`src/sv/u2u_pkg.sv`:
```
// Shared types, constants and decode helpers for the UTF-8 to UTF-16 transcoder.
`timescale 1ns / 1ps
`default_nettype none

package u2u_pkg;

    localparam int UNIT_W     = 21;
    localparam int SLOTS      = 3;
    localparam int JQ_DEPTH   = 2;
    localparam int JQ_PTR_W   = (JQ_DEPTH > 1) ? $clog2(JQ_DEPTH) : 1;
    localparam int JQ_CNT_W   = $clog2(JQ_DEPTH + 1);

    localparam logic [UNIT_W-1:0] REPL_UNIT  = 21'h000023;
    localparam logic [UNIT_W-1:0] SUPP_BASE  = 21'h010000;
    localparam logic [UNIT_W-1:0] HI_SURR    = 21'h00D800;
    localparam logic [UNIT_W-1:0] LO_SURR    = 21'h00DC00;

    // Sequence length codes of a lead byte.
    localparam logic [2:0] LEN_BAD = 3'd0;
    localparam logic [2:0] LEN_1   = 3'd1;
    localparam logic [2:0] LEN_2   = 3'd2;
    localparam logic [2:0] LEN_3   = 3'd3;
    localparam logic [2:0] LEN_4   = 3'd4;

    // One byte's worth of results: up to three units, last_idx is the index of the final one.
    typedef struct packed {
        logic                          stream_end;
        logic [1:0]                    last_idx;
        logic [SLOTS-1:0][UNIT_W-1:0]  slot;
    } t_job;

    // Request from the front part to the job queue.
    typedef struct packed {
        logic push;
        t_job job;
    } t_job_req;

    typedef struct packed {
        logic              pair;
        logic [UNIT_W-1:0] u0;
        logic [UNIT_W-1:0] u1;
    } t_put;

    function automatic logic [2:0] lead_len(input logic [7:0] b);
        logic [2:0] len;
        priority if (b[7] == 1'b0)        len = LEN_1;
        else if (b[7:6] == 2'b10)         len = LEN_BAD;
        else if (b[7:5] == 3'b110)        len = LEN_2;
        else if (b[7:4] == 4'b1110)       len = LEN_3;
        else if (b[7:3] == 5'b11110)      len = LEN_4;
        else                              len = LEN_BAD;
        return len;
    endfunction

    function automatic logic [UNIT_W-1:0] lead_bits(input logic [7:0] b, input logic [2:0] len);
        logic [UNIT_W-1:0] v;
        priority if (len == LEN_1) v = {14'd0, b[6:0]};
        else if (len == LEN_2)     v = {16'd0, b[4:0]};
        else if (len == LEN_3)     v = {17'd0, b[3:0]};
        else                       v = {18'd0, b[2:0]};
        return v;
    endfunction

    // A lone byte decoded as a fresh lead with room for one byte only.
    function automatic logic [UNIT_W-1:0] single_byte(input logic [7:0] b);
        return b[7] ? REPL_UNIT : {14'd0, b[6:0]};
    endfunction

    // Maps a value to one code point or UTF-16 unit, or to a surrogate pair.
    function automatic t_put put_value(input logic mode, input logic [UNIT_W-1:0] v);
        t_put              p;
        logic [UNIT_W-1:0] u;
        u      = v - SUPP_BASE;
        p.pair = mode && (v >= SUPP_BASE);
        p.u1   = LO_SURR + {11'd0, u[9:0]};
        if (p.pair) begin
            p.u0 = HI_SURR + {10'd0, u[20:10]};
        end else if (mode) begin
            p.u0 = {5'd0, v[15:0]};
        end else begin
            p.u0 = v;
        end
        return p;
    endfunction

endpackage

`default_nettype wire

```
`src/sv/utf8_to_utf16_transcoder.sv`:
```
// Top level of the UTF-8 to code point / UTF-16 transcoder.
//
// Usage: UTF-8 bytes enter on the slave stream, one byte per request, with
// tlast marking the final byte of a stream. Decoded results leave on the
// master stream: tdata carries a 21-bit code point (output mode 0) or a
// UTF-16 unit (output mode 1), tlast marks the last result caused by one
// input byte, and tuser marks the final result of the whole stream.
// The output mode is written through the configuration channel, which is
// always ready; write it only while no request is in flight.
// An accepted byte's job is written into the job queue and then loaded into
// the back part's output register. A byte that completes a sequence, or an
// invalid lead, gives one result, so a steady stream moves one byte per
// cycle while the receiver is ready. A surrogate pair gives two results and
// a stream that ends inside a sequence up to three, one per ready cycle.
// A two-entry job queue separates the decoder from the output register, so
// bytes are still accepted while the receiver stalls until the queue fills.
// Reset clears the open sequence, the queue and the output stage, and sets
// the output mode to code points.
`timescale 1ns / 1ps
`default_nettype none

module utf8_to_utf16_transcoder (
    input  wire logic        i_clk,
    input  wire logic        i_rst_n,
    // Configuration write channel.
    input  wire logic        i_cfg_valid,
    output logic             o_cfg_ready,
    input  wire logic [0:0]  i_cfg_data,      // [0] output_mode
    // Byte input stream.
    input  wire logic        i_s_tvalid,
    output logic             o_s_tready,
    input  wire logic [7:0]  i_s_tdata,       // [7:0] in_byte
    input  wire logic        i_s_tlast,       // stream_last
    // Result output stream.
    output logic             o_m_tvalid,
    input  wire logic        i_m_tready,
    output logic [23:0]      o_m_tdata,       // [20:0] out_unit, [23:21] zero
    output logic             o_m_tlast,       // run_last
    output logic [0:0]       o_m_tuser        // [0] stream_end
);

    logic                        r_output_mode;
    logic                        s_accept;
    logic                        q_full, q_valid, q_pop;
    u2u_pkg::t_job_req           front_req;
    u2u_pkg::t_job               q_job;
    logic [u2u_pkg::UNIT_W-1:0]  out_unit;
    logic                        out_stream_end;

    // The mode register takes any write at once.
    assign o_cfg_ready = 1'b1;

    always_ff @(posedge i_clk) begin
        if (!i_rst_n) begin
            r_output_mode <= 1'b0;
        end else if (i_cfg_valid) begin
            r_output_mode <= i_cfg_data[0];
        end
    end

    // A byte is taken whenever the queue has room for the job it may create.
    assign o_s_tready = !q_full;
    assign s_accept   = i_s_tvalid && o_s_tready;

    u2u_front u_front (
        .i_clk         (i_clk),
        .i_rst_n       (i_rst_n),
        .i_output_mode (r_output_mode),
        .i_accept      (s_accept),
        .i_byte        (i_s_tdata),
        .i_last        (i_s_tlast),
        .o_req         (front_req)
    );

    u2u_job_queue u_queue (
        .i_clk   (i_clk),
        .i_rst_n (i_rst_n),
        .i_req   (front_req),
        .o_full  (q_full),
        .i_pop   (q_pop),
        .o_valid (q_valid),
        .o_job   (q_job)
    );

    u2u_back u_back (
        .i_clk        (i_clk),
        .i_rst_n      (i_rst_n),
        .i_job_valid  (q_valid),
        .i_job        (q_job),
        .o_pop        (q_pop),
        .o_valid      (o_m_tvalid),
        .i_ready      (i_m_tready),
        .o_unit       (out_unit),
        .o_run_last   (o_m_tlast),
        .o_stream_end (out_stream_end)
    );

    assign o_m_tdata = {3'b000, out_unit};
    assign o_m_tuser = out_stream_end;

endmodule

`default_nettype wire

```
`src/sv/u2u_front.sv`:
```
// Front part: accepts UTF-8 bytes, tracks the open sequence and builds result jobs.
`timescale 1ns / 1ps
`default_nettype none

module u2u_front (
    input  wire logic              i_clk,
    input  wire logic              i_rst_n,
    input  wire logic              i_output_mode,
    input  wire logic              i_accept,
    input  wire logic [7:0]        i_byte,
    input  wire logic              i_last,
    output u2u_pkg::t_job_req      o_req
);

    logic [2:0]                   r_seq_len, n_seq_len;
    logic [1:0]                   r_seen, n_seen;
    logic [u2u_pkg::UNIT_W-1:0]   r_acc, n_acc;
    logic [7:0]                   r_held [0:2];

    logic [2:0]                   len;
    logic [u2u_pkg::UNIT_W-1:0]   acc_next;
    u2u_pkg::t_put                put;
    u2u_pkg::t_job                job;
    logic                         emit;
    logic                         hold_wr;

    assign len      = u2u_pkg::lead_len(i_byte);
    assign acc_next = {r_acc[u2u_pkg::UNIT_W-7:0], i_byte[5:0]};
    assign put      = u2u_pkg::put_value(i_output_mode, acc_next);

    always_comb begin
        n_seq_len      = r_seq_len;
        n_seen         = r_seen;
        n_acc          = r_acc;
        emit           = 1'b0;
        hold_wr        = 1'b0;
        job.stream_end = i_last;
        job.last_idx   = 2'd0;
        job.slot       = '{default: u2u_pkg::REPL_UNIT};
        if (r_seq_len == u2u_pkg::LEN_BAD) begin
            priority if (len == u2u_pkg::LEN_BAD) begin
                emit = 1'b1;
            end else if (len == u2u_pkg::LEN_1) begin
                emit        = 1'b1;
                job.slot[0] = {14'd0, i_byte[6:0]};
            end else if (i_last) begin
                emit = 1'b1;
            end else begin
                n_seq_len = len;
                n_seen    = 2'd1;
                n_acc     = u2u_pkg::lead_bits(i_byte, len);
            end
        end else if ({1'b0, r_seen} + 3'd1 >= r_seq_len) begin
            // Sequence complete.
            emit         = 1'b1;
            job.slot[0]  = put.u0;
            job.slot[1]  = put.u1;
            job.last_idx = put.pair ? 2'd1 : 2'd0;
            n_seq_len    = u2u_pkg::LEN_BAD;
            n_seen       = 2'd0;
            n_acc        = '0;
        end else if (i_last) begin
            // Stream cut short: replace the lead, then re-decode the bytes after it.
            emit = 1'b1;
            if (r_seen == 2'd1) begin
                job.slot[1]  = u2u_pkg::single_byte(i_byte);
                job.last_idx = 2'd1;
            end else if (u2u_pkg::lead_len(r_held[1]) == u2u_pkg::LEN_2) begin
                job.slot[1]  = {10'd0, r_held[1][4:0], i_byte[5:0]};
                job.last_idx = 2'd1;
            end else begin
                job.slot[1]  = u2u_pkg::single_byte(r_held[1]);
                job.slot[2]  = u2u_pkg::single_byte(i_byte);
                job.last_idx = 2'd2;
            end
            n_seq_len = u2u_pkg::LEN_BAD;
            n_seen    = 2'd0;
            n_acc     = '0;
        end else begin
            hold_wr = (r_seen != 2'd3);
            n_seen  = r_seen + 2'd1;
            n_acc   = acc_next;
        end
    end

    assign o_req.push = i_accept && emit;
    assign o_req.job  = job;

    always_ff @(posedge i_clk) begin
        if (!i_rst_n) begin
            r_seq_len <= u2u_pkg::LEN_BAD;
            r_seen    <= 2'd0;
            r_acc     <= '0;
        end else if (i_accept) begin
            r_seq_len <= n_seq_len;
            r_seen    <= n_seen;
            r_acc     <= n_acc;
        end
    end

    always_ff @(posedge i_clk) begin
        if (i_accept && (r_seq_len == u2u_pkg::LEN_BAD)) begin
            r_held[0] <= i_byte;
        end else if (i_accept && hold_wr) begin
            r_held[r_seen] <= i_byte;
        end
    end

endmodule

`default_nettype wire

```
`src/sv/u2u_job_queue.sv`:
```
// Short job queue between the front and back parts.
`timescale 1ns / 1ps
`default_nettype none

module u2u_job_queue (
    input  wire logic              i_clk,
    input  wire logic              i_rst_n,
    input  wire u2u_pkg::t_job_req i_req,
    output logic                   o_full,
    input  wire logic              i_pop,
    output logic                   o_valid,
    output u2u_pkg::t_job          o_job
);

    localparam logic [u2u_pkg::JQ_PTR_W-1:0] LAST_PTR = u2u_pkg::JQ_PTR_W'(u2u_pkg::JQ_DEPTH - 1);
    localparam logic [u2u_pkg::JQ_CNT_W-1:0] FULL_CNT = u2u_pkg::JQ_CNT_W'(u2u_pkg::JQ_DEPTH);

    u2u_pkg::t_job                  r_mem [0:u2u_pkg::JQ_DEPTH-1];
    logic [u2u_pkg::JQ_PTR_W-1:0]   r_wr_ptr, r_rd_ptr;
    logic [u2u_pkg::JQ_CNT_W-1:0]   r_count;
    logic                           do_push, do_pop;

    assign o_full  = (r_count == FULL_CNT);
    assign o_valid = (r_count != '0);
    assign o_job   = r_mem[r_rd_ptr];
    assign do_push = i_req.push && !o_full;
    assign do_pop  = i_pop && o_valid;

    always_ff @(posedge i_clk) begin
        if (!i_rst_n) begin
            r_wr_ptr <= '0;
            r_rd_ptr <= '0;
            r_count  <= '0;
        end else begin
            if (do_push) begin
                r_wr_ptr <= (r_wr_ptr == LAST_PTR) ? '0 : r_wr_ptr + 1'b1;
            end
            if (do_pop) begin
                r_rd_ptr <= (r_rd_ptr == LAST_PTR) ? '0 : r_rd_ptr + 1'b1;
            end
            if (do_push && !do_pop) begin
                r_count <= r_count + 1'b1;
            end else if (do_pop && !do_push) begin
                r_count <= r_count - 1'b1;
            end
        end
    end

    always_ff @(posedge i_clk) begin
        if (do_push) begin
            r_mem[r_wr_ptr] <= i_req.job;
        end
    end

endmodule

`default_nettype wire

```
`src/sv/u2u_back.sv`:
```
// Back part: walks each job's units into the registered output stage.
`timescale 1ns / 1ps
`default_nettype none

module u2u_back (
    input  wire logic                         i_clk,
    input  wire logic                         i_rst_n,
    input  wire logic                         i_job_valid,
    input  wire u2u_pkg::t_job                i_job,
    output logic                              o_pop,
    output logic                              o_valid,
    input  wire logic                         i_ready,
    output logic [u2u_pkg::UNIT_W-1:0]        o_unit,
    output logic                              o_run_last,
    output logic                              o_stream_end
);

    logic [1:0]                   r_slot;
    logic                         r_valid;
    logic [u2u_pkg::UNIT_W-1:0]   r_unit;
    logic                         r_run_last, r_stream_end;
    logic                         load, at_end;

    assign load   = i_job_valid && (!r_valid || i_ready);
    assign at_end = (r_slot == i_job.last_idx);
    assign o_pop  = load && at_end;

    always_ff @(posedge i_clk) begin
        if (!i_rst_n) begin
            r_slot  <= 2'd0;
            r_valid <= 1'b0;
        end else begin
            if (load) begin
                r_valid <= 1'b1;
                r_slot  <= at_end ? 2'd0 : r_slot + 2'd1;
            end else if (i_ready) begin
                r_valid <= 1'b0;
            end
        end
    end

    always_ff @(posedge i_clk) begin
        if (load) begin
            r_unit       <= i_job.slot[r_slot];
            r_run_last   <= at_end;
            r_stream_end <= at_end && i_job.stream_end;
        end
    end

    assign o_valid      = r_valid;
    assign o_unit       = r_unit;
    assign o_run_last   = r_run_last;
    assign o_stream_end = r_stream_end;

endmodule

`default_nettype wire
```
`config.mk`:
```
export PLATFORM = sky130hd
export DESIGN_NAME = utf8_to_utf16_transcoder
export DESIGN_NICKNAME = d
export VERILOG_FILES = /design/src/sv/u2u_pkg.sv /design/src/sv/utf8_to_utf16_transcoder.sv /design/src/sv/u2u_front.sv /design/src/sv/u2u_job_queue.sv /design/src/sv/u2u_back.sv
export SDC_FILE = /design/constraint.sdc
export NUM_CORES = 1
export LEC_CHECK = 0
export BUFFER_PORTS_ARGS = -buffer_cell sky130_fd_sc_hd__buf_2
export CAP_MARGIN = 20
export CORE_MARGIN = 1.5
export CORE_UTILIZATION = 57
export CTS_CLUSTER_SIZE = 12
export DETAILED_ROUTE_END_ITERATION = 7
export PLACE_DENSITY = 0.76
export SYNTH_ARGS = -nofsm -noshare
export SYNTH_HDL_FRONTEND = slang
export SYNTH_SLANG_ARGS = --single-unit
```
`constraint.sdc`:
```
create_clock -name i_clk -period 10.5 [get_ports i_clk]
set_clock_uncertainty 0.05 [all_clocks]
set_input_delay 0.525 -clock i_clk [delete_from_list [all_inputs] [get_ports i_clk]]
set_output_delay 0.525 -clock i_clk [all_outputs]
set_load 0.01 [all_outputs]
```
Yosys cells after proc, flatten, opt, wreduce, memory -nomap -nowiden
Memories as Yosys holds them, arrays and structs flattened. A register that Yosys moved wholly into a read port is not among the register bits.
Cells that the tools add are included.

word-level totals
  flip-flop bits (word level) = 51
  bits in writable memories = 156
  bits of input ports = 15
  output and inout port bits = 29
  word-level logic and storage cells = 155
  memories kept = 2

memories
  name            depth  width  rd ports  clocked after memory_dff  wr ports  RTL line             RTL
  u_queue.r_mem   2      66     1         1                         1         u2u_job_queue.sv:18  u2u_pkg::t_job r_mem [0:u2u_pkg::JQ_DEPTH-1];
  u_front.r_held  3      8      1         0                         1         u2u_front.sv:18      logic [7:0] r_held [0:2];

cells by class
  add/sub/neg operators = 10
  magnitude comparators = 3
  eq/ne operators = 19
  multiplexer cells = 83
  reductions and logical operators = 26

operators by type and width
  operator                                                                  number
  21-bit two-way mux                                                        12
  15-bit two-way mux                                                        6
  44-bit two-way mux                                                        2
  3-bit two-way mux                                                         20
  21-bit binary-select mux with 2-bit select                                1
  2-bit two-way mux                                                         13
  1-bit two-way mux                                                         23
  21-bit by 17-bit >= comparator with 1-bit output (second input constant)  1
  7-bit two-way mux                                                         3
  21-bit by 17-bit subtractor with 21-bit output (second input constant)    1
  16-bit by 10-bit adder with 17-bit output (first input constant)          1
  16-bit by 11-bit adder with 17-bit output (first input constant)          1
  1-bit logical AND                                                         12
  5-bit == test (second input constant)                                     2
  3-bit by 2-bit == test with 1-bit output (second input constant)          3
  4-bit == test (second input constant)                                     2
  8-bit two-way mux                                                         1
  2-bit != test (second input constant)                                     4
  8-bit OR reduction                                                        1
  2-bit by 1-bit adder with 2-bit output (second input constant)            3
  2-bit == test (second input constant)                                     3
  3-bit == test (second input constant)                                     2
  3-bit logical NOT                                                         2
  2-bit nonzero test                                                        3
  other kinds (15)                                                          19

Logic depth before layout (Yosys ltp)
Gate-level depths: netlist of the first run.
An unclocked memory read counts as a cell.

  word-level depth = 17
  depth in mapped cells = 11
  mapped depth without buffers = 11

Hierarchy
A second synthesis of the first run with hierarchy kept.

unflattened totals
  cell total of the unflattened synthesis = 602
  area total of the unflattened synthesis = 8,441.8 um2

by module, submodules not included
  module                    times used  cells an instance  area an instance (um2)
  u2u_job_queue             1           230                5,006.1
  u2u_front                 1           245                1,993.2
  u2u_back                  1           116                1,358.8
  utf8_to_utf16_transcoder  1           11                 83.8

Worst setup path after synthesis of the first run
Ideal clock, no wire load.

  path type = flip-flop to flip-flop
  from = register u_front.r_seen[1]
  to = memory u_queue.r_mem[0][0] (netlist name) (enable)
  setup time = 497 ps
  arrival time = 4,461 ps
  data required time = 9,953 ps
  path slack = 5,492 ps
  stages on the path, launching flop included = 9
  path buffers = 0
  path through = dfxtp_1 -> inv_1 -> ha_1 -> inv_1 -> ha_1 -> nand2_1 -> o21ai_1 -> o22ai_1 -> nor3_1

between the ends
  cells in the longest elaborated chain, start to end = 8

RTL lines
  item                                     RTL line             RTL
  from (decl)                              u2u_front.sv:16      logic [1:0] r_seen, n_seen;
  from (signal assigned)                   u2u_front.sv:96      r_seen <= n_seen;
  2-bit by 1-bit adder with 3-bit output   u2u_front.sv:53      end else if ({1'b0, r_seen} + 3'd1 >= r_seq_len) begin
  3-bit >= comparator                      u2u_front.sv:53
  1-bit two-way mux                        u2u_front.sv:53
  1-bit two-way mux                        u2u_front.sv:40      if (r_seq_len == u2u_pkg::LEN_BAD) begin
  1-bit logical AND                        u2u_front.sv:86      assign o_req.push = i_accept && emit;
  1-bit logical AND                        u2u_job_queue.sv:26  assign do_push = i_req.push && !o_full;
  1-bit two-way mux                        u2u_job_queue.sv:50  if (do_push) begin
  1-bit two-way mux (implied by the code)  u2u_job_queue.sv:51  r_mem[r_wr_ptr] <= i_req.job;
  to (decl)                                u2u_job_queue.sv:18

Every way passes these cells.

Final worst setup path of the first run
  from = register u_front.r_seen[1]
  to = memory u_queue.r_mem[1][3] (netlist name) (enable)

between the ends
  cells in the longest elaborated chain, start to end = 8

RTL lines
  item                                     RTL line             RTL
  2-bit by 1-bit adder with 3-bit output   u2u_front.sv:53
  3-bit >= comparator                      u2u_front.sv:53
  1-bit two-way mux                        u2u_front.sv:53
  1-bit two-way mux                        u2u_front.sv:40
  1-bit logical AND                        u2u_front.sv:86
  1-bit logical AND                        u2u_job_queue.sv:26
  named net u_queue.do_push                u2u_job_queue.sv:21  logic do_push, do_pop;
  1-bit two-way mux                        u2u_job_queue.sv:50
  1-bit two-way mux (implied by the code)  u2u_job_queue.sv:51

The timed path passes the listed nets, and every way through them passes these cells.

==> run_summary.xml, run 1 <==
<?xml version="1.0" encoding="UTF-8"?>
<metrics>
  <group name="status">
    <metric name="status" unit="">finished clean</metric>
  </group>
  <group name="power">
    <metric name="totalPowerFinal" unit="µW">1730</metric>
    <metric name="comb_power_share" unit="">0.203</metric>
    <metric name="vdd_drop_max" unit="mV">0.139</metric>
    <metric name="cellLeakagePower" unit="µW">0.00250</metric>
    <metric name="pwr-share-seq" unit="">0.458</metric>
    <metric name="power.switching_fraction" unit="">0.269</metric>
    <metric name="pwr_density_cell" unit="nW/µm²">241</metric>
    <metric name="pwr-share-clk" unit="">0.339</metric>
    <metric name="netSwitchingPower" unit="µW">464</metric>
    <metric name="internal_power" unit="µW">1260</metric>
  </group>
  <group name="sta">
    <metric name="slew_headroom" unit="">0.303</metric>
    <metric name="grt_setup_unrepaired" unit="">false</metric>
    <metric name="worst_pin_slew" unit="ps">1050</metric>
    <metric name="setup_tns_final" unit="ps">0</metric>
    <metric name="ratio_of_final_minimum_period_to_clock_period" unit="">0.288</metric>
    <metric name="timing.final.max_slew_violations" unit="">0</metric>
    <metric name="fin_crit" unit="ps">3020</metric>
    <metric name="report.final.setup_viol" unit="">0</metric>
    <metric name="highest_clock_rate" unit="MHz">331</metric>
    <metric name="report.final.hold_viol_count" unit="">0</metric>
  </group>
  <group name="die">
    <metric name="total_die_area" unit="µm²">11700</metric>
    <metric name="io_pins" unit="">44</metric>
    <metric name="die_y" unit="µm">108</metric>
    <metric name="die_width" unit="µm">108</metric>
    <metric name="design.core.area" unit="µm²">10800</metric>
    <metric name="core.rowCount" unit="">38</metric>
    <metric name="floorplan.initialDensity" unit="">0.583</metric>
  </group>
  <group name="critical_path">
    <metric name="timing.critical_path.fanout_max" unit="">43</metric>
    <metric name="worst_setup_path_end_kind" unit="">flip-flop</metric>
    <metric name="cp_num_buf_inv" unit="">3</metric>
    <metric name="timing.critical_path.max_delay_family" unit="">simple AND/OR/NAND/NOR gates</metric>
    <metric name="slowest_stage" unit="">sky130_fd_sc_hd__and2_2</metric>
    <metric name="worstPathCellList" unit="">inv_1, ha_1, inv_1, ha_1, nand2_1, o21ai_1, buf_4, o221a_2, and2_2</metric>
    <metric name="worst_setup_path_start_kind" unit="">flip-flop</metric>
    <metric name="worst_ep_arrival_time" unit="ps">3120</metric>
    <metric name="delay_of_the_slowest_cell_on_the_worst_path" unit="ps">840</metric>
    <metric name="worst_ep_required_time" unit="ps">10600</metric>
    <metric name="crit_type" unit="">flip-flop to flip-flop</metric>
  </group>
  <group name="global_route">
    <metric name="first_global_vias" unit="">4032</metric>
    <metric name="grt-ovfl-total" unit="">0</metric>
    <metric name="grtUsageTotal" unit="">0.238</metric>
    <metric name="grt_start_max_net_pins" unit="">44</metric>
    <metric name="grt_pass1_wl" unit="µm">20500</metric>
    <metric name="antenna_found_initial" unit="">0</metric>
  </group>
  <group name="yosys">
    <metric name="synth-edff-count" unit="">117</metric>
    <metric name="postSynthRegisterBits" unit="">146</metric>
    <metric name="postSynth.asyncResetShare" unit="">0</metric>
    <metric name="synthDistinctLibCells" unit="">55</metric>
    <metric name="syn_warnings" unit="">0</metric>
    <metric name="syn_avg_cell_area" unit="µm²">13.1</metric>
    <metric name="synth_flop_cell" unit="">sky130_fd_sc_hd__edfxtp_1</metric>
    <metric name="yosysSeqAreaShare" unit="">0.648</metric>
    <metric name="post_synth_inst_count" unit="">482</metric>
    <metric name="netlist_area" unit="µm²">6320</metric>
  </group>
  <group name="hold_path">
    <metric name="holdCritPathClass" unit="">input pin to flip-flop</metric>
  </group>
  <group name="routing">
    <metric name="firstDrtPassIters" unit="">7</metric>
    <metric name="postRouteAntennaNets" unit="">0</metric>
    <metric name="post_drt_wl_per_cell" unit="µm">19.0</metric>
    <metric name="postRouteWirelength" unit="µm">12800</metric>
    <metric name="drc_errors" unit="">0</metric>
    <metric name="drt_iter0_drc" unit="">506</metric>
    <metric name="detail_route.vias_per_cell" unit="">6.07</metric>
    <metric name="via_count" unit="">4080</metric>
  </group>
  <group name="clock_network">
    <metric name="worst_setup_hold_path_clk_slew" unit="ps">60</metric>
    <metric name="cts.hold.buffers_added" unit="">0</metric>
    <metric name="clock-sinks" unit="">146</metric>
    <metric name="numCtsBuffers" unit="">17</metric>
    <metric name="clk_path_buf_depth" unit="">2</metric>
    <metric name="clockRootBuffer" unit="">sky130_fd_sc_hd__clkbuf_8</metric>
    <metric name="clk_latency" unit="ps">530</metric>
    <metric name="cts_repair_resizes" unit="">0</metric>
    <metric name="clock_tree.htree_level_count" unit="">4</metric>
    <metric name="post-cts-setup-buffer-count" unit="">0</metric>
    <metric name="cts_tree" unit="">done</metric>
  </group>
  <group name="cells_and_area">
    <metric name="layout-drive-gt1-share" unit="">0.188</metric>
    <metric name="area_delta_synth_final" unit="%">13.7</metric>
    <metric name="final_nets" unit="">542</metric>
    <metric name="antenna-diode-count" unit="">0</metric>
  </group>
  <group name="place">
    <metric name="detailedPlacementHpwl" unit="µm">8380</metric>
    <metric name="gp_routability_congestion" unit="">0.895</metric>
    <metric name="io_buffer_count" unit="">39</metric>
  </group>
  <group name="flow_run">
    <metric name="timing.max_cap.violations" unit="">0</metric>
  </group>
</metrics>
[cell usage in the layout, fill, tap and decap left out, types with 4 or more instances in the layout]
cell                        instances
sky130_fd_sc_hd__nor2_1            54
sky130_fd_sc_hd__nand3_1            6
sky130_fd_sc_hd__a32o_1             4
sky130_fd_sc_hd__ha_1               8
sky130_fd_sc_hd__nand2b_1           5
sky130_fd_sc_hd__clkbuf_16         16
sky130_fd_sc_hd__clkinv_2           5
sky130_fd_sc_hd__xor2_1             5
sky130_fd_sc_hd__nor2b_1           12
sky130_fd_sc_hd__o22ai_1           10
sky130_fd_sc_hd__and2_1             8
sky130_fd_sc_hd__inv_1             19
sky130_fd_sc_hd__o21ai_0           23
sky130_fd_sc_hd__a211oi_1           4
sky130_fd_sc_hd__nand2_1           18
sky130_fd_sc_hd__buf_2             40
sky130_fd_sc_hd__a21oi_1           17
sky130_fd_sc_hd__buf_4              4
sky130_fd_sc_hd__mux2i_1           23
sky130_fd_sc_hd__edfxtp_1         117
sky130_fd_sc_hd__conb_1             4
sky130_fd_sc_hd__nor3_1            12
sky130_fd_sc_hd__a22oi_1           11
sky130_fd_sc_hd__dfxtp_1           28
sky130_fd_sc_hd__mux4_2            11
sky130_fd_sc_hd__or3_1              5
[worst register-to-register path, stage by stage (launching register included)]
cell and delay (ps):
sky130_fd_sc_hd__dfxtp_1 370, sky130_fd_sc_hd__inv_1 60, sky130_fd_sc_hd__ha_1 270, sky130_fd_sc_hd__inv_1 50
sky130_fd_sc_hd__ha_1 270, sky130_fd_sc_hd__nand2_1 60, sky130_fd_sc_hd__o21ai_1 110, sky130_fd_sc_hd__buf_4 250
sky130_fd_sc_hd__o221a_2 270, sky130_fd_sc_hd__and2_2 840
[metal layers]
layer	global-route usage	wire [µm]	vias to the layer above
li1	-	-	1890
met1	0.319	5560	2004
met2	0.371	6170	158
met3	0.0717	808	28
met4	0.0855	261	0
met5	0	0	-
[per-stage QoR]
stage               utilization  worst slack (ps)  hold WS, ps  cells  instance area [µm²]
floorplan                     -              5490          420    484                 6320
global placement          0.609              7400          439    639                 6600
detailed placement        0.609              7280          445    639                 6600
CTS                       0.662              7270          155    671                 7180
global route              0.662              7270          189    672                 7180
finish                    0.662              7480          178    672                 7180
[power groups by stage]
| stage | logic (µW) | registers [µW] | clock network [µW] |
|---|---|---|---|
| after floorplan | 234 | 816 | 0 |
| after global routing | 392 | 803 | 616 |
| after detailed placement | 356 | 807 | 0 |
| after global placement | 343 | 800 | 0 |
| final | 351 | 792 | 586 |
| after CTS | 358 | 795 | 592 |
[synth_stat cells (4+ instances only)]
library cell / instances / area, µm²
sky130_fd_sc_hd__a211oi_1: 4 / 30.0
sky130_fd_sc_hd__a21oi_1: 17 / 85.1
sky130_fd_sc_hd__a22oi_1: 11 / 82.6
sky130_fd_sc_hd__a32o_1: 4 / 40.0
sky130_fd_sc_hd__and2_1: 9 / 56.3
sky130_fd_sc_hd__buf_2: 4 / 20.0
sky130_fd_sc_hd__buf_4: 4 / 30.0
sky130_fd_sc_hd__clkbuf_1: 18 / 67.6
sky130_fd_sc_hd__dfxtp_1: 29 / 581
sky130_fd_sc_hd__edfxtp_1: 117 / 3510
sky130_fd_sc_hd__ha_1: 8 / 100
sky130_fd_sc_hd__inv_1: 19 / 71.3
sky130_fd_sc_hd__mux2i_1: 23 / 230
sky130_fd_sc_hd__mux4_2: 11 / 248
sky130_fd_sc_hd__nand2_1: 18 / 67.6
sky130_fd_sc_hd__nand2b_1: 5 / 31.3
sky130_fd_sc_hd__nand3_1: 6 / 30.0
sky130_fd_sc_hd__nor2_1: 54 / 203
sky130_fd_sc_hd__nor2b_1: 12 / 75.1
sky130_fd_sc_hd__nor3_1: 13 / 65.1
sky130_fd_sc_hd__o21ai_0: 23 / 115
sky130_fd_sc_hd__o22ai_1: 10 / 62.6
sky130_fd_sc_hd__or3_1: 5 / 31.3
sky130_fd_sc_hd__xor2_1: 5 / 43.8
[registers in the layout (all words and copies together) (netlist names), named ones only]
signal	cells
u_queue.r_wr_ptr	1
r_output_mode	1
u_front.r_acc	15
u_queue.r_rd_ptr	1
u_queue.r_count	2
u_back.r_slot	2
u_front.r_seen	2
u_back.o_unit	21
u_queue.r_mem	86
u_back.o_stream_end	1
u_back.o_run_last	1
u_back.o_valid	1
u_front.r_held	8
u_front.r_seq_len	3
[area by class of cell]
cell class,instances,area [µm²]
flip-flops and latches,146,4100
fillers,762,3660
multi-input cells,291,2030
clock buffers,21,439
repair buffers,44,230
well taps,140,175
clock inverters,11,136
inverters,19,71.3
[final timing paths]
| check | startpoint | end | slack [ps] | cells past startpoint |
|---|---|---|---|---|
| min | i_cfg_data | r_output_mode | 180 | 3 |
| max | u_front.r_seen[1] | u_queue.r_mem[1][3] | 7480 | 9 |
| max reg2reg | u_front.r_seen[1] | u_queue.r_mem[1][3] | 7480 | 9 |
| min reg2reg | u_front.r_seq_len[1] | u_front.r_seq_len[1] | 450 | 2 |
[kinds of logic (layout without fill, tap and decap cells)]
logic type      Yosys count  count (layout)  synth area share
other cells               2               4           0.00119
mux                      35              35            0.0774
xor+xnor                  8               8            0.0111
fa+ha+maj                 8               8            0.0158
simple gates            139             139             0.109
buf+inv                  47              95            0.0323
compound gates           97              97             0.105
flops                   146             146             0.648
No activity file was read; power rests on OpenSTA's default activity.
==> run 2, diff against run 1 <==
--- a/config.mk
+++ b/config.mk
@@ -8,10 +8,10 @@
 export BUFFER_PORTS_ARGS = -buffer_cell sky130_fd_sc_hd__buf_2
 export CAP_MARGIN = 20
 export CORE_MARGIN = 1.5
-export CORE_UTILIZATION = 57
+export CORE_UTILIZATION = 54
 export CTS_CLUSTER_SIZE = 12
 export DETAILED_ROUTE_END_ITERATION = 7
-export PLACE_DENSITY = 0.76
+export PLACE_DENSITY = 0.75
 export SYNTH_ARGS = -nofsm -noshare
 export SYNTH_HDL_FRONTEND = slang
 export SYNTH_SLANG_ARGS = --single-unit
==> constraint.sdc (replaced) <==
create_clock -name i_clk -period 2.59 [get_ports i_clk]
set_clock_uncertainty 0.05 [all_clocks]
set_input_delay 0.1295 -clock i_clk [delete_from_list [all_inputs] [get_ports i_clk]]
set_output_delay 0.1295 -clock i_clk [all_outputs]
set_load 0.01 [all_outputs]
==> run 2 against run 1 <==
Net effect:
- sequential cell count unchanged
- non-clock buffer count up 25
- design area up 4.5%
- core utilization down 0.50 points
- critical path type unchanged
==> run_summary.xml, run 2 (same netlist as run 1, synthesis figures left out) <==
<?xml version="1.0" encoding="UTF-8"?>
<metrics>
  <group name="status">
    <metric name="status" unit="">finished clean</metric>
  </group>
  <group name="die">
    <metric name="core.rowCount" unit="">39</metric>
    <metric name="io_pins" unit="">44</metric>
    <metric name="total_die_area" unit="µm²">12400</metric>
    <metric name="floorplan.initialDensity" unit="">0.553</metric>
    <metric name="die_width" unit="µm">111</metric>
    <metric name="design.core.area" unit="µm²">11400</metric>
    <metric name="die_y" unit="µm">111</metric>
  </group>
  <group name="critical_path">
    <metric name="timing.critical_path.max_delay_family" unit="">compound AO/OA/AOI/OAI gates</metric>
    <metric name="cp_num_buf_inv" unit="">4</metric>
    <metric name="worst_ep_required_time" unit="ps">2740</metric>
    <metric name="timing.critical_path.fanout_max" unit="">13</metric>
    <metric name="slowest_stage" unit="">sky130_fd_sc_hd__dfxtp_4</metric>
    <metric name="worst_ep_arrival_time" unit="ps">2650</metric>
    <metric name="worst_setup_path_end_kind" unit="">flip-flop</metric>
    <metric name="delay_of_the_slowest_cell_on_the_worst_path" unit="ps">370</metric>
    <metric name="worst_setup_path_start_kind" unit="">flip-flop</metric>
    <metric name="crit_type" unit="">flip-flop to flip-flop</metric>
    <metric name="worstPathCellList" unit="">inv_1, ha_1, inv_1, ha_1, nand2_2, o21ai_4, buf_4, nand2_1, buf_4, a311oi_1</metric>
  </group>
  <group name="power">
    <metric name="pwr-share-seq" unit="">0.443</metric>
    <metric name="power.switching_fraction" unit="">0.283</metric>
    <metric name="vdd_drop_max" unit="mV">0.762</metric>
    <metric name="pwr-share-clk" unit="">0.335</metric>
    <metric name="netSwitchingPower" unit="µW">2030</metric>
    <metric name="pwr_density_cell" unit="nW/µm²">956</metric>
    <metric name="internal_power" unit="µW">5150</metric>
    <metric name="cellLeakagePower" unit="µW">0.00263</metric>
    <metric name="comb_power_share" unit="">0.222</metric>
  </group>
  <group name="cells_and_area">
    <metric name="layout-drive-gt1-share" unit="">0.232</metric>
    <metric name="final_core_utilization" unit="">0.657</metric>
    <metric name="most_frequent_standard_cell_in_the_layout_excluding_fill_and_tap_cells" unit="">sky130_fd_sc_hd__edfxtp_1</metric>
    <metric name="area_delta_synth_final" unit="%">18.8</metric>
    <metric name="register_name_with_the_most_flops" unit="">u_queue.r_mem</metric>
    <metric name="final_nets" unit="">567</metric>
    <metric name="multi_input_comb_area" unit="µm²">2100</metric>
    <metric name="filler_instances" unit="">841</metric>
    <metric name="antenna-diode-count" unit="">0</metric>
    <metric name="number_of_flip_flops_under_the_largest_register_name" unit="">86</metric>
    <metric name="ff_latch_area" unit="µm²">4100</metric>
    <metric name="finish.cell_count_without_fillers" unit="">700</metric>
    <metric name="mostFrequentLayoutCells" unit="">sky130_fd_sc_hd__edfxtp_1 (117), sky130_fd_sc_hd__nor2_1 (54), sky130_fd_sc_hd__buf_2 (39)</metric>
  </group>
  <group name="routing">
    <metric name="postRouteWirelength" unit="µm">13600</metric>
    <metric name="via_count" unit="">4175</metric>
    <metric name="drc_errors" unit="">0</metric>
    <metric name="drt_iter0_drc" unit="">382</metric>
    <metric name="detail_route.vias_per_cell" unit="">5.96</metric>
    <metric name="firstDrtPassIters" unit="">6</metric>
    <metric name="postRouteAntennaNets" unit="">0</metric>
    <metric name="post_drt_wl_per_cell" unit="µm">19.4</metric>
  </group>
  <group name="place">
    <metric name="detailedPlacementHpwl" unit="µm">9110</metric>
    <metric name="numPlacedInstances" unit="">658</metric>
    <metric name="gp_routability_congestion" unit="">0.872</metric>
    <metric name="io_buffer_count" unit="">39</metric>
  </group>
  <group name="sta">
    <metric name="grt_setup_unrepaired" unit="">false</metric>
    <metric name="slew_headroom" unit="">0.475</metric>
    <metric name="worst_pin_slew" unit="ps">787</metric>
    <metric name="holdWs" unit="ps">59.1</metric>
    <metric name="highest_clock_rate" unit="MHz">399</metric>
    <metric name="ratio_of_final_minimum_period_to_clock_period" unit="">0.967</metric>
    <metric name="report.final.setup_viol" unit="">0</metric>
    <metric name="report.final.hold_viol_count" unit="">0</metric>
    <metric name="fin_crit" unit="ps">2500</metric>
    <metric name="timing.final.max_slew_violations" unit="">0</metric>
  </group>
  <group name="clock_network">
    <metric name="clock-sinks" unit="">146</metric>
    <metric name="clock_tree.htree_level_count" unit="">4</metric>
    <metric name="worst_setup_hold_path_clk_slew" unit="ps">60</metric>
    <metric name="clk_latency" unit="ps">430</metric>
    <metric name="clockRootBuffer" unit="">sky130_fd_sc_hd__clkbuf_16</metric>
    <metric name="post-cts-setup-buffer-count" unit="">0</metric>
    <metric name="clk_path_buf_depth" unit="">2</metric>
    <metric name="cts_tree" unit="">done</metric>
    <metric name="numCtsBuffers" unit="">17</metric>
  </group>
  <group name="global_route">
    <metric name="first_global_vias" unit="">4146</metric>
    <metric name="grt_start_max_net_pins" unit="">44</metric>
    <metric name="grt_pass1_wl" unit="µm">21900</metric>
    <metric name="grt-ovfl-total" unit="">0</metric>
    <metric name="grtUsageTotal" unit="">0.232</metric>
    <metric name="antenna_found_initial" unit="">0</metric>
  </group>
  <group name="flow_run">
    <metric name="timing.max_cap.violations" unit="">0</metric>
  </group>
  <group name="hold_path">
    <metric name="holdCritPathClass" unit="">input pin to flip-flop</metric>
  </group>
</metrics>
[run 2: power by group through the flow]
stage / logic [µW] / registers (µW) / clock network, µW
floorplan: 957 / 3300 / 0
global placement: 1500 / 3200 / 0
detailed placement: 1560 / 3230 / 0
CTS: 1590 / 3180 / 2430
global route: 1730 / 3210 / 2530
finish: 1590 / 3180 / 2400
[run 2: final cells by class]
type | instances | share of cell area
flip-flops and latches | 146 | 0.546
multi-input cells | 291 | 0.280
repair buffers | 69 | 0.0627
clock buffers | 18 | 0.0572
well taps | 143 | 0.0238
clock inverters | 14 | 0.0203
inverters | 19 | 0.00950
[run 2: worst reg2reg max path: cells and delay by family (launching register included)]
| family | cells | cell delay, ps |
|---|---|---|
| simple gates | 2 | 220 |
| compound gates | 2 | 560 |
| buf+inv | 4 | 520 |
| fa+ha+maj | 2 | 550 |
| flops | 1 | 370 |
[run 2: metal layers]
| layer | vias up | share of wire | track usage |
|---|---|---|---|
| met5 | - | 0 | 0 |
| met4 | 0 | 0.019 | 0.0903 |
| met3 | 28 | 0.067 | 0.0634 |
| met2 | 156 | 0.48 | 0.362 |
| met1 | 2051 | 0.43 | 0.312 |
| li1 | 1940 | - | - |
[run 2: final timing paths]
kind,slack [ps],end,cells after the start,start
worst max-delay path,90,u_queue.r_mem[0][9],10,u_front.r_seen[1]
worst max register to register,90,u_queue.r_mem[0][9],10,u_front.r_seen[1]
worst min register to register,450,u_queue.r_rd_ptr,2,u_queue.r_rd_ptr
worst min-delay path,60,u_front.r_held[1][3],2,i_s_tdata[3]
[run 2: timing repair]
action,4_1_cts,5_1_grt
setup endpoints to repair,15,17
pin swaps,0,3
hold buffers,10,0
resized for setup,2,8
hold endpoints to repair,11,0
[run 2: through the flow]
stage	total power (µW)	instance area [µm²]	setup WS (ps)	setup TNS (ps)
6_report	7170	7510	85.3	0
4_1_cts	7200	7470	28.4	0
3_5_place_dp	4790	6780	-85.2	-574
3_3_place_gp	4700	6780	74.9	0
2_1_floorplan	4260	6360	-329	-14150
5_1_grt	7470	7510	5.97	0
